**src/design/assert_macros.svh**
```systemverilog
// Assertion helpers for the duration parser design.
// Both macros sample on clk and stay quiet while rst_n is low.
`ifndef ASSERT_MACROS_SVH
`define ASSERT_MACROS_SVH

// The property must hold at every clock edge out of reset.
`define DSP_ASSERT(label, prop) \
    label: assert property (@(posedge clk) disable iff (!rst_n) prop) \
        else $error("duration parser assertion failed");

// The expression must never be true out of reset.
`define DSP_NEVER(label, expr) \
    label: assert property (@(posedge clk) disable iff (!rst_n) !(expr)) \
        else $error("duration parser forbidden condition seen");

`endif

```
**src/design/dsp_pkg.sv**
```systemverilog
package dsp_pkg;

    // Result status codes
    typedef enum logic [2:0] {
        ST_OK       = 3'd0,
        ST_APPROX   = 3'd1,
        ST_BAD_UNIT = 3'd2,
        ST_BAD_NUM  = 3'd3,
        ST_RANGE    = 3'd4
    } status_t;

    // Magnitude saturates here (2^32, always out of range)
    localparam logic [32:0] MAG_CAP = 33'h1_0000_0000;

    // Unit multipliers in seconds
    localparam int          MULT_W     = 25;
    localparam logic [24:0] SECS_ONE   = 25'd1;
    localparam logic [24:0] SECS_MIN   = 25'd60;
    localparam logic [24:0] SECS_HOUR  = 25'(60 * 60);
    localparam logic [24:0] SECS_DAY   = 25'(24 * 60 * 60);
    localparam logic [24:0] SECS_WEEK  = 25'(7 * 24 * 60 * 60);
    localparam logic [24:0] SECS_MONTH = 25'(31 * 24 * 60 * 60);
    localparam logic [24:0] SECS_YEAR  = 25'(365 * 24 * 60 * 60);

    // Signed 32-bit range limits on the magnitude
    localparam logic [31:0] LIMIT_POS = 32'h7FFF_FFFF;
    localparam logic [31:0] LIMIT_NEG = 32'h8000_0000;

    // ASCII codes
    localparam logic [7:0] CH_PLUS  = 8'h2B;
    localparam logic [7:0] CH_MINUS = 8'h2D;
    localparam logic [7:0] CH_0     = 8'h30;
    localparam logic [7:0] CH_9     = 8'h39;
    localparam logic [7:0] CH_UP_D  = 8'h44;
    localparam logic [7:0] CH_UP_H  = 8'h48;
    localparam logic [7:0] CH_UP_M  = 8'h4D;
    localparam logic [7:0] CH_UP_P  = 8'h50;
    localparam logic [7:0] CH_UP_S  = 8'h53;
    localparam logic [7:0] CH_UP_T  = 8'h54;
    localparam logic [7:0] CH_UP_W  = 8'h57;
    localparam logic [7:0] CH_UP_Y  = 8'h59;
    localparam logic [7:0] CH_LO_D  = 8'h64;
    localparam logic [7:0] CH_LO_H  = 8'h68;
    localparam logic [7:0] CH_LO_M  = 8'h6D;
    localparam logic [7:0] CH_LO_S  = 8'h73;
    localparam logic [7:0] CH_LO_W  = 8'h77;

endpackage

```
**src/design/dsp_if.sv**
```systemverilog
// Character stream: one character per beat, is_last on the final one
interface dsp_char_if;
    logic       valid;
    logic       ready;
    logic [7:0] text_char;
    logic       is_last;

    modport source (output valid, output text_char, output is_last, input ready);
    modport sink   (input valid, input text_char, input is_last, output ready);
endinterface

// Result stream: one beat per string
interface dsp_res_if;
    logic               valid;
    logic               ready;
    logic signed [31:0] seconds;
    logic        [2:0]  status;

    modport source (output valid, output seconds, output status, input ready);
    modport sink   (input valid, input seconds, input status, output ready);
endinterface

// Mode register write channel
interface dsp_cfg_if;
    logic valid;
    logic ready;
    logic duration_mode;

    modport source (output valid, output duration_mode, input ready);
    modport sink   (input valid, input duration_mode, output ready);
endinterface

```
**src/design/duration_string_parser_unit.sv**
```systemverilog
// Interval string parser. Characters arrive one per beat on char_in, the last
// one flagged by is_last; the string's length in seconds and a status leave on
// result. One character is taken every cycle unless a stall holds char_in off:
// each beat only updates a small parse state (sign and prefix flags, a
// saturating decimal accumulator and a length count). The final character
// loads a three-stage result pipeline (unit decode, 32x25 multiply, range check
// and sign), so a result passes the decode, product and output registers in
// turn, and the next string can start while it is still in the pipeline. A stall
// on result backs up through the pipeline registers before char_in is held off.
// The mode register (0 plain lower-case suffix, 1 duration form with P/T
// prefixes) should be written between strings.
module duration_string_parser_unit
    import dsp_pkg::*;
#(
    parameter int BUFFER_BYTES = 32
)
(
    input  logic       clk,
    input  logic       rst_n,
    dsp_char_if.sink   char_in,
    dsp_res_if.source  result,
    dsp_cfg_if.sink    cfg
);

`include "assert_macros.svh"

    localparam logic [5:0] COUNT_LIMIT = 6'(BUFFER_BYTES - 1);
    localparam logic [5:0] COUNT_MAX   = 6'd63;

    typedef enum logic [1:0] {
        PFX_SIGN,
        PFX_P,
        PFX_T,
        PFX_NUM
    } prefix_t;

    // Parse state
    logic        mode_reg;
    prefix_t     stage_reg, stage_next;
    logic        neg_reg, neg_next;
    logic        tsf_reg, tsf_next;
    logic        sign_reg, sign_next;
    logic        sseen_reg, sseen_next;
    logic [32:0] acc_reg, acc_next;
    logic        inv_reg, inv_next;
    logic        dseen_reg, dseen_next;
    logic [5:0]  cnt_reg, cnt_next;

    // Decode stage
    logic              b_valid_reg;
    logic              b_err_reg;
    status_t           b_status_reg;
    logic [31:0]       b_acc_reg;
    logic              b_big_reg;
    logic [MULT_W-1:0] b_mult_reg;
    logic              b_neg_reg;
    logic              b_approx_reg;

    // Product stage
    logic        c_valid_reg;
    logic        c_err_reg;
    status_t     c_status_reg;
    logic [56:0] c_prod_reg;
    logic        c_big_reg;
    logic        c_neg_reg;
    logic        c_approx_reg;

    // Output register
    logic               out_valid_reg;
    logic signed [31:0] out_secs_reg, out_secs_next;
    status_t            out_status_reg, out_status_next;

    logic        accept;
    logic        b_ready, c_ready;
    logic        is_digit;
    logic [3:0]  digit;
    logic [36:0] acc_x10;
    logic        num_char;

    // Effective state seen by the final character
    logic        eff_neg, eff_tsf, eff_sign, eff_inv, eff_dseen;
    logic [32:0] eff_acc;
    logic [5:0]  eff_cnt;

    // Unit decode of the final character
    logic [MULT_W-1:0] unit_mult;
    logic              unit_bad, unit_approx;
    logic              fin_err;
    status_t           fin_status;

    logic [56:0] prod_full;
    logic [31:0] limit;

    // Handshake: each stage advances when the next one is free
    assign c_ready       = !out_valid_reg || result.ready;
    assign b_ready       = !c_valid_reg || c_ready;
    assign char_in.ready = !b_valid_reg || b_ready;
    assign accept        = char_in.valid && char_in.ready;
    assign cfg.ready     = 1'b1;

    assign result.valid   = out_valid_reg;
    assign result.seconds = out_secs_reg;
    assign result.status  = out_status_reg;

    assign is_digit = (char_in.text_char >= CH_0) && (char_in.text_char <= CH_9);
    assign digit    = 4'(char_in.text_char - CH_0);
    assign acc_x10  = ({4'b0, acc_reg} << 3) + ({4'b0, acc_reg} << 1) + 37'(digit);

    // Body character: prefix skipping, then number syntax
    always_comb
    begin
        stage_next = stage_reg;
        neg_next   = neg_reg;
        tsf_next   = tsf_reg;
        sign_next  = sign_reg;
        sseen_next = sseen_reg;
        acc_next   = acc_reg;
        inv_next   = inv_reg;
        dseen_next = dseen_reg;
        cnt_next   = (cnt_reg == COUNT_MAX) ? cnt_reg : cnt_reg + 6'd1;
        num_char   = 1'b1;

        if (mode_reg)
        begin
            case (stage_reg)
                PFX_SIGN:
                begin
                    if (char_in.text_char == CH_MINUS)
                    begin
                        neg_next   = 1'b1;
                        stage_next = PFX_P;
                        num_char   = 1'b0;
                    end
                    else if (char_in.text_char == CH_UP_P)
                    begin
                        stage_next = PFX_T;
                        num_char   = 1'b0;
                    end
                    else if (char_in.text_char == CH_UP_T)
                    begin
                        tsf_next   = 1'b1;
                        stage_next = PFX_NUM;
                        num_char   = 1'b0;
                    end
                    else
                    begin
                        stage_next = PFX_NUM;
                    end
                end
                PFX_P:
                begin
                    if (char_in.text_char == CH_UP_P)
                    begin
                        stage_next = PFX_T;
                        num_char   = 1'b0;
                    end
                    else if (char_in.text_char == CH_UP_T)
                    begin
                        tsf_next   = 1'b1;
                        stage_next = PFX_NUM;
                        num_char   = 1'b0;
                    end
                    else
                    begin
                        stage_next = PFX_NUM;
                    end
                end
                PFX_T:
                begin
                    stage_next = PFX_NUM;
                    if (char_in.text_char == CH_UP_T)
                    begin
                        tsf_next = 1'b1;
                        num_char = 1'b0;
                    end
                end
                default:
                begin
                end
            endcase
        end

        if (num_char)
        begin
            if (is_digit)
            begin
                acc_next   = (acc_x10 > 37'(MAG_CAP)) ? MAG_CAP : acc_x10[32:0];
                dseen_next = 1'b1;
            end
            else if (char_in.text_char == CH_PLUS || char_in.text_char == CH_MINUS)
            begin
                if (dseen_reg || sseen_reg)
                begin
                    inv_next = 1'b1;
                end
                else
                begin
                    sseen_next = 1'b1;
                    sign_next  = (char_in.text_char == CH_MINUS);
                end
            end
            else
            begin
                inv_next = 1'b1;
            end
        end
    end

    // A final digit is part of the number; any other final character is the unit
    assign eff_neg   = is_digit ? neg_next   : neg_reg;
    assign eff_tsf   = is_digit ? tsf_next   : tsf_reg;
    assign eff_sign  = is_digit ? sign_next  : sign_reg;
    assign eff_inv   = is_digit ? inv_next   : inv_reg;
    assign eff_dseen = is_digit ? dseen_next : dseen_reg;
    assign eff_acc   = is_digit ? acc_next   : acc_reg;
    assign eff_cnt   = is_digit ? cnt_next   : cnt_reg;

    // Unit decode
    always_comb
    begin
        unit_mult   = SECS_ONE;
        unit_bad    = 1'b0;
        unit_approx = 1'b0;
        if (!is_digit)
        begin
            if (!mode_reg)
            begin
                case (char_in.text_char)
                    CH_LO_S: unit_mult = SECS_ONE;
                    CH_LO_M: unit_mult = SECS_MIN;
                    CH_LO_H: unit_mult = SECS_HOUR;
                    CH_LO_D: unit_mult = SECS_DAY;
                    CH_LO_W: unit_mult = SECS_WEEK;
                    default: unit_bad  = 1'b1;
                endcase
            end
            else
            begin
                case (char_in.text_char)
                    CH_UP_S: unit_mult = SECS_ONE;
                    CH_UP_M:
                    begin
                        unit_mult   = eff_tsf ? SECS_MIN : SECS_MONTH;
                        unit_approx = !eff_tsf;
                    end
                    CH_UP_H: unit_mult = SECS_HOUR;
                    CH_UP_D: unit_mult = SECS_DAY;
                    CH_UP_W: unit_mult = SECS_WEEK;
                    CH_UP_Y:
                    begin
                        unit_mult   = SECS_YEAR;
                        unit_approx = 1'b1;
                    end
                    default: unit_bad = 1'b1;
                endcase
            end
        end
    end

    // Early status: bad unit, then too long, then bad number
    always_comb
    begin
        fin_err    = 1'b1;
        fin_status = ST_OK;
        if (unit_bad)
        begin
            fin_status = ST_BAD_UNIT;
        end
        else if (eff_cnt > COUNT_LIMIT)
        begin
            fin_status = ST_RANGE;
        end
        else if (eff_inv || !eff_dseen)
        begin
            fin_status = ST_BAD_NUM;
        end
        else
        begin
            fin_err    = 1'b0;
            fin_status = unit_approx ? ST_APPROX : ST_OK;
        end
    end

    // Multiply
    assign prod_full = {25'b0, b_acc_reg} * {32'b0, b_mult_reg};

    // Range check and sign
    assign limit = c_neg_reg ? LIMIT_NEG : LIMIT_POS;

    always_comb
    begin
        out_secs_next   = 32'sd0;
        out_status_next = c_status_reg;
        if (!c_err_reg)
        begin
            if (c_big_reg || (c_prod_reg > {25'b0, limit}))
            begin
                out_status_next = ST_RANGE;
            end
            else if (c_neg_reg)
            begin
                out_secs_next = $signed(32'd0 - c_prod_reg[31:0]);
            end
            else
            begin
                out_secs_next = $signed(c_prod_reg[31:0]);
            end
        end
    end

    // All registers
    always_ff @(posedge clk or negedge rst_n)
    begin
        if (!rst_n)
        begin
            mode_reg       <= 1'b0;
            stage_reg      <= PFX_SIGN;
            neg_reg        <= 1'b0;
            tsf_reg        <= 1'b0;
            sign_reg       <= 1'b0;
            sseen_reg      <= 1'b0;
            acc_reg        <= '0;
            inv_reg        <= 1'b0;
            dseen_reg      <= 1'b0;
            cnt_reg        <= '0;
            b_valid_reg    <= 1'b0;
            b_err_reg      <= 1'b0;
            b_status_reg   <= ST_OK;
            b_acc_reg      <= '0;
            b_big_reg      <= 1'b0;
            b_mult_reg     <= '0;
            b_neg_reg      <= 1'b0;
            b_approx_reg   <= 1'b0;
            c_valid_reg    <= 1'b0;
            c_err_reg      <= 1'b0;
            c_status_reg   <= ST_OK;
            c_prod_reg     <= '0;
            c_big_reg      <= 1'b0;
            c_neg_reg      <= 1'b0;
            c_approx_reg   <= 1'b0;
            out_valid_reg  <= 1'b0;
            out_secs_reg   <= '0;
            out_status_reg <= ST_OK;
        end
        else
        begin
            if (cfg.valid)
            begin
                mode_reg <= cfg.duration_mode;
            end

            // Parse state: update on body beats, clear after the final beat
            if (accept && !char_in.is_last)
            begin
                stage_reg <= stage_next;
                neg_reg   <= neg_next;
                tsf_reg   <= tsf_next;
                sign_reg  <= sign_next;
                sseen_reg <= sseen_next;
                acc_reg   <= acc_next;
                inv_reg   <= inv_next;
                dseen_reg <= dseen_next;
                cnt_reg   <= cnt_next;
            end
            else if (accept)
            begin
                stage_reg <= PFX_SIGN;
                neg_reg   <= 1'b0;
                tsf_reg   <= 1'b0;
                sign_reg  <= 1'b0;
                sseen_reg <= 1'b0;
                acc_reg   <= '0;
                inv_reg   <= 1'b0;
                dseen_reg <= 1'b0;
                cnt_reg   <= '0;
            end

            // Decode stage
            if (accept && char_in.is_last)
            begin
                b_valid_reg  <= 1'b1;
                b_err_reg    <= fin_err;
                b_status_reg <= fin_status;
                b_acc_reg    <= eff_acc[31:0];
                b_big_reg    <= eff_acc[32];
                b_mult_reg   <= unit_mult;
                b_neg_reg    <= eff_neg != eff_sign;
                b_approx_reg <= unit_approx;
            end
            else if (b_ready)
            begin
                b_valid_reg <= 1'b0;
            end

            // Product stage
            if (b_ready)
            begin
                c_valid_reg <= b_valid_reg;
                if (b_valid_reg)
                begin
                    c_err_reg    <= b_err_reg;
                    c_status_reg <= b_status_reg;
                    c_prod_reg   <= prod_full;
                    c_big_reg    <= b_big_reg;
                    c_neg_reg    <= b_neg_reg;
                    c_approx_reg <= b_approx_reg;
                end
            end

            // Output register
            if (c_ready)
            begin
                out_valid_reg <= c_valid_reg;
                if (c_valid_reg)
                begin
                    out_secs_reg   <= out_secs_next;
                    out_status_reg <= (!c_err_reg && out_status_next != ST_RANGE)
                                      ? (c_approx_reg ? ST_APPROX : ST_OK)
                                      : out_status_next;
                end
            end
        end
    end

    // Checks
    `DSP_ASSERT(a_err_zero, result.valid && (result.status == ST_BAD_UNIT || result.status == ST_BAD_NUM || result.status == ST_RANGE) |-> result.seconds == 32'sd0)
    `DSP_ASSERT(a_clear_after_last, accept && char_in.is_last |=> cnt_reg == 6'd0 && !dseen_reg && !inv_reg)
    `DSP_ASSERT(a_last_loads, accept && char_in.is_last |=> b_valid_reg)
    `DSP_NEVER(a_acc_cap, acc_reg > MAG_CAP)

endmodule

```
**src/flat_wrapper.sv**
```systemverilog
// flat-port wrapper written by rule: the top's interface ports become plain ports
module duration_string_parser_unit_flat import dsp_pkg::*;
#(
    parameter int BUFFER_BYTES = 32
)
  (clk, rst_n, char_in_valid, char_in_text_char, char_in_is_last, char_in_ready, result_valid, result_seconds, result_status, result_ready, cfg_valid, cfg_duration_mode, cfg_ready);
  dsp_char_if char_in_i ();
  dsp_res_if result_i ();
  dsp_cfg_if cfg_i ();
  input  logic clk;
  input  logic rst_n;
  input wire logic [$bits(char_in_i.valid)-1:0] char_in_valid;
  input wire logic [$bits(char_in_i.text_char)-1:0] char_in_text_char;
  input wire logic [$bits(char_in_i.is_last)-1:0] char_in_is_last;
  output wire logic [$bits(char_in_i.ready)-1:0] char_in_ready;
  output wire logic [$bits(result_i.valid)-1:0] result_valid;
  output wire logic [$bits(result_i.seconds)-1:0] result_seconds;
  output wire logic [$bits(result_i.status)-1:0] result_status;
  input wire logic [$bits(result_i.ready)-1:0] result_ready;
  input wire logic [$bits(cfg_i.valid)-1:0] cfg_valid;
  input wire logic [$bits(cfg_i.duration_mode)-1:0] cfg_duration_mode;
  output wire logic [$bits(cfg_i.ready)-1:0] cfg_ready;
  assign char_in_i.valid = char_in_valid;
  assign char_in_i.text_char = char_in_text_char;
  assign char_in_i.is_last = char_in_is_last;
  assign char_in_ready = char_in_i.ready;
  assign result_valid = result_i.valid;
  assign result_seconds = result_i.seconds;
  assign result_status = result_i.status;
  assign result_i.ready = result_ready;
  assign cfg_i.valid = cfg_valid;
  assign cfg_i.duration_mode = cfg_duration_mode;
  assign cfg_ready = cfg_i.ready;
  duration_string_parser_unit #(.BUFFER_BYTES(BUFFER_BYTES)) u_core (.clk(clk), .rst_n(rst_n), .char_in(char_in_i), .result(result_i), .cfg(cfg_i));
endmodule
```
**config.mk**
```make
export PLATFORM = sky130hd
export DESIGN_NAME = duration_string_parser_unit_flat
export DESIGN_NICKNAME = d
export VERILOG_FILES = /design/src/design/dsp_pkg.sv /design/src/design/dsp_if.sv /design/src/design/duration_string_parser_unit.sv /design/src/flat_wrapper.sv
export VERILOG_INCLUDE_DIRS = /design/src /design/src/design
export SDC_FILE = /design/constraint.sdc
export NUM_CORES = 2
export LEC_CHECK = 0
export ABC_AREA = 1
export CAP_MARGIN = 20
export CORE_ASPECT_RATIO = 0.7
export CORE_UTILIZATION = 24
export DETAILED_ROUTE_END_ITERATION = 16
export DONT_BUFFER_PORTS = 1
export PLACE_DENSITY = 0.38
export SYNTH_ARGS = -nofsm -noshare
export SYNTH_HDL_FRONTEND = slang
export SYNTH_SLANG_ARGS = --single-unit
```
**constraint.sdc**
```tcl
create_clock -name clk -period 11.78 [get_ports clk]
set_clock_uncertainty 0.15 [all_clocks]
set_input_delay 2.356 -clock clk [delete_from_list [all_inputs] [get_ports clk]]
set_output_delay 2.356 -clock clk [all_outputs]
set_load 0.05 [all_outputs]
```
==> results.json <==
{
  "status": "finished, final reports clean",
  "hold_viol_final": 0,
  "nets": 5881,
  "synthCells": 5050,
  "drv_slew": 0,
  "viasPerCell": 4.20,
  "coreArea_um2": 153000,
  "cts.clk_slew.worst_paths_ns": 0.06,
  "dr.pass1.iters": 5,
  "synth_flop_cell": "dfrtp_1",
  "hold_class": "reg -> reg",
  "htreeDepth": 1,
  "clock_path_buffers": 3,
  "multiInputGateArea_um2": 26100,
  "wl_per_cell_um": 17.7,
  "post_cts_buffers": 0,
  "max_freq_ghz": 0.130,
  "relSlewSlack_pct": 29.7,
  "largest_reg_flops": 57,
  "dieArea_um2": 157000,
  "final.min_clock_period_ns": 7.70,
  "async_flop_share_pct": 100,
  "wl_um": 124000,
  "synth_edf_count": 0,
  "synth_top_area_share_pct": 28.0,
  "grt_first_pass_wirelength_um": 192000,
  "ys_top_cells_by_area": "fa_1 (28%), inv_1 (14%), nand2_1 (14%), dfrtp_1 (14%), ha_1 (14%)",
  "cts_root_buffer": "clkbuf_16",
  "stdcell_area_um2": 40200,
  "peakVddDrop_uv": 99.1,
  "arrival_ns": 7.99,
  "antenna_found_initial": 1,
  "hold_slack_ns": 0.330,
  "drt-initial-drc-count": 2228,
  "cts_resized": 0,
  "port_buffers": 0,
  "boundaryPins": 53,
  "die_x_um": 473,
  "critPathKind": "reg -> reg",
  "synthDistinctLibCells": 58,
  "cp-start-kind": "register",
  "grt-ovfl-total": 0,
  "tightest_slew_ns": 1.05,
  "syn_area_um2": 37200,
  "gp_congestion": 0.857,
  "hpwl_um": 100000,
  "rsz0062_at_grt": "false",
  "grt_pass1_vias": 30000,
  "p_leak_nw": 23.5,
  "drv_cap": 0,
  "setup_violations": 0,
  "cts_hold_buffers": 0,
  "cts_buffers": 24,
  "seq_area_um2": 5110,
  "seq_area_frac_synth_pct": 13.7,
  "power_density_nw_per_um2": 46.8,
  "worstSkewPairLatency_ns": 0.59,
  "fin_util_pct": 26.2,
  "cp_max_fo": 16,
  "critPathCaptureType": "register",
  "avgSynthCellArea_um2": 7.36,
  "remaining_drc_errors": 0,
  "synth.net_count": 5993,
  "grt_max_degree": 205,
  "diodes": 0,
  "fillCellCount": 17100,
  "vias": 29500,
  "synth_seq_cells": 204,
  "drive_above_1_share_pct": 3.53,
  "yosys_warnings": 0,
  "cts_tree": "built",
  "period_share_pct": 65.4,
  "grt.total_usage_pct": 16.0,
  "final.setup.tns_ns": 0,
  "synth_top_area_cell": "fa_1",
  "syn_to_final_growth_pct": 8.15,
  "cts.sinks": 204,
  "postPlaceCellArea_um2": 39400,
  "initial_core_util_pct": 24.2,
  "die_h_um": 331,
  "ant_nets": 0,
  "rows": 120,
  "cp.required_ns": 12.06
}
-- cell type report --
type / instances / share of cell area, %
Sequential cell: 204 / 12.7
Inverter: 1392 / 13.0
Clock inverter: 11 / 0.380
Clock buffer: 33 / 1.75
Timing Repair Buffer: 44 / 0.821
Tap cell: 2074 / 6.45
Multi-Input combinational cell: 3272 / 64.9
-- worst max-delay path, cell delays in order (launching register included) --
cell     delay (ns)
dfrtp_1        0.87
nand2_1        0.28
fa_1           0.59
inv_1          0.06
fa_1           0.53
inv_1          0.07
fa_1           0.50
inv_1          0.06
fa_1           0.48
fa_1           0.51
fa_1           0.50
inv_1          0.05
fa_1           0.47
inv_1          0.04
ha_1           0.36
nand2_1        0.12
nor2_1         0.15
nand2_1        0.06
inv_1          0.20
nand4_1        0.21
nand3_1        0.27
a21oi_1        0.15
o21ai_0        0.38
xor2_1         0.37
o21ai_0        0.12
-- synthesized netlist by cell type (32+ instances only) --
library cell / number
fa_1: 521
nand3_1: 111
clkbuf_1: 152
nand3_2: 34
nand2_1: 1376
dfrtp_1: 204
nor2_1: 233
a21oi_1: 138
inv_1: 1381
nor3_1: 32
ha_1: 407
xor2_1: 55
o21ai_0: 158
-- final timing paths --
| kind | startpoint | slack, ns | end | cells past startpoint |
|---|---|---|---|---|
| worst max-delay path | u_core.b_acc_reg[15] | 4.08 | u_core.c_prod_reg[36] | 24 |
| worst min-delay path | u_core.b_acc_reg[5] | 0.33 | u_core.b_acc_reg[5] | 2 |
| worst max register to register | u_core.b_acc_reg[15] | 4.08 | u_core.c_prod_reg[36] | 24 |
| worst min register to register | u_core.b_acc_reg[5] | 0.33 | u_core.b_acc_reg[5] | 2 |
| max in group asynchronous | rst_n | 9.60 | u_core.acc_reg[29] | 0 |
| min in group asynchronous | rst_n | 1.32 | u_core.result.seconds[12] | 0 |
-- cell usage in the layout (no fill, tap or decap), types with 7 or more instances in the layout --
master	instances
xnor2_1	25
a31oi_1	23
o211ai_1	8
nand2_2	8
o21bai_1	14
a21oi_1	138
xor2_1	55
a21o_1	8
inv_1	1380
nor2_1	232
dfrtp_1	202
nor3_1	31
nand3_1	111
or2_2	14
clkbuf_8	7
nand4_1	28
nand3_2	34
fa_1	521
ha_1	407
nor4_1	12
buf_4	44
clkbuf_16	24
inv_2	12
nand2_1	1374
o21ai_0	158
-- through the flow --
| step | power (W) | setup WS [ns] | cells |
|---|---|---|---|
| floorplan | 0.000949 | 4.95 | 5050 |
| global placement | 0.00105 | 4.24 | 6986 |
| detailed placement | 0.00105 | 4.13 | 6986 |
| CTS | 0.00191 | 4.11 | 7030 |
| global route | 0.00197 | 3.74 | 7030 |
| finish | 0.00188 | 4.08 | 7030 |
-- routing by layer --
layer	vias to the layer above	wire length (um)	GRT usage, %
li1	14600	-	-
met3	54	5730	1.57
met2	570	43400	20.0
met4	0	987	1.19
met5	-	0	0
met1	14300	74100	28.5
-- where the power goes --
part / switching (W) / internal (W) / total [W]
Clock: 0.000357 / 0.000486 / 0.000842
Sequential: 0.0000538 / 0.000727 / 0.000781
Combinational: 0.000198 / 0.0000619 / 0.000260
Total: 0.000609 / 0.00127 / 0.00188
-- cell families after synthesis --
logic type               count (synthesis)  share of synthesized area, %
buffers and inverters                 1574                          16.1
AND/OR/NAND/NOR                       1870                          20.6
adder cells (fa/ha/maj)                928                          41.7
flip-flops                             204                          13.7
other                                    1                        0.0101
XOR/XNOR                                81                          1.93
AO/OA/AOI/OAI                          392                          5.86
Note: power is estimated with default switching activity, not from simulation.
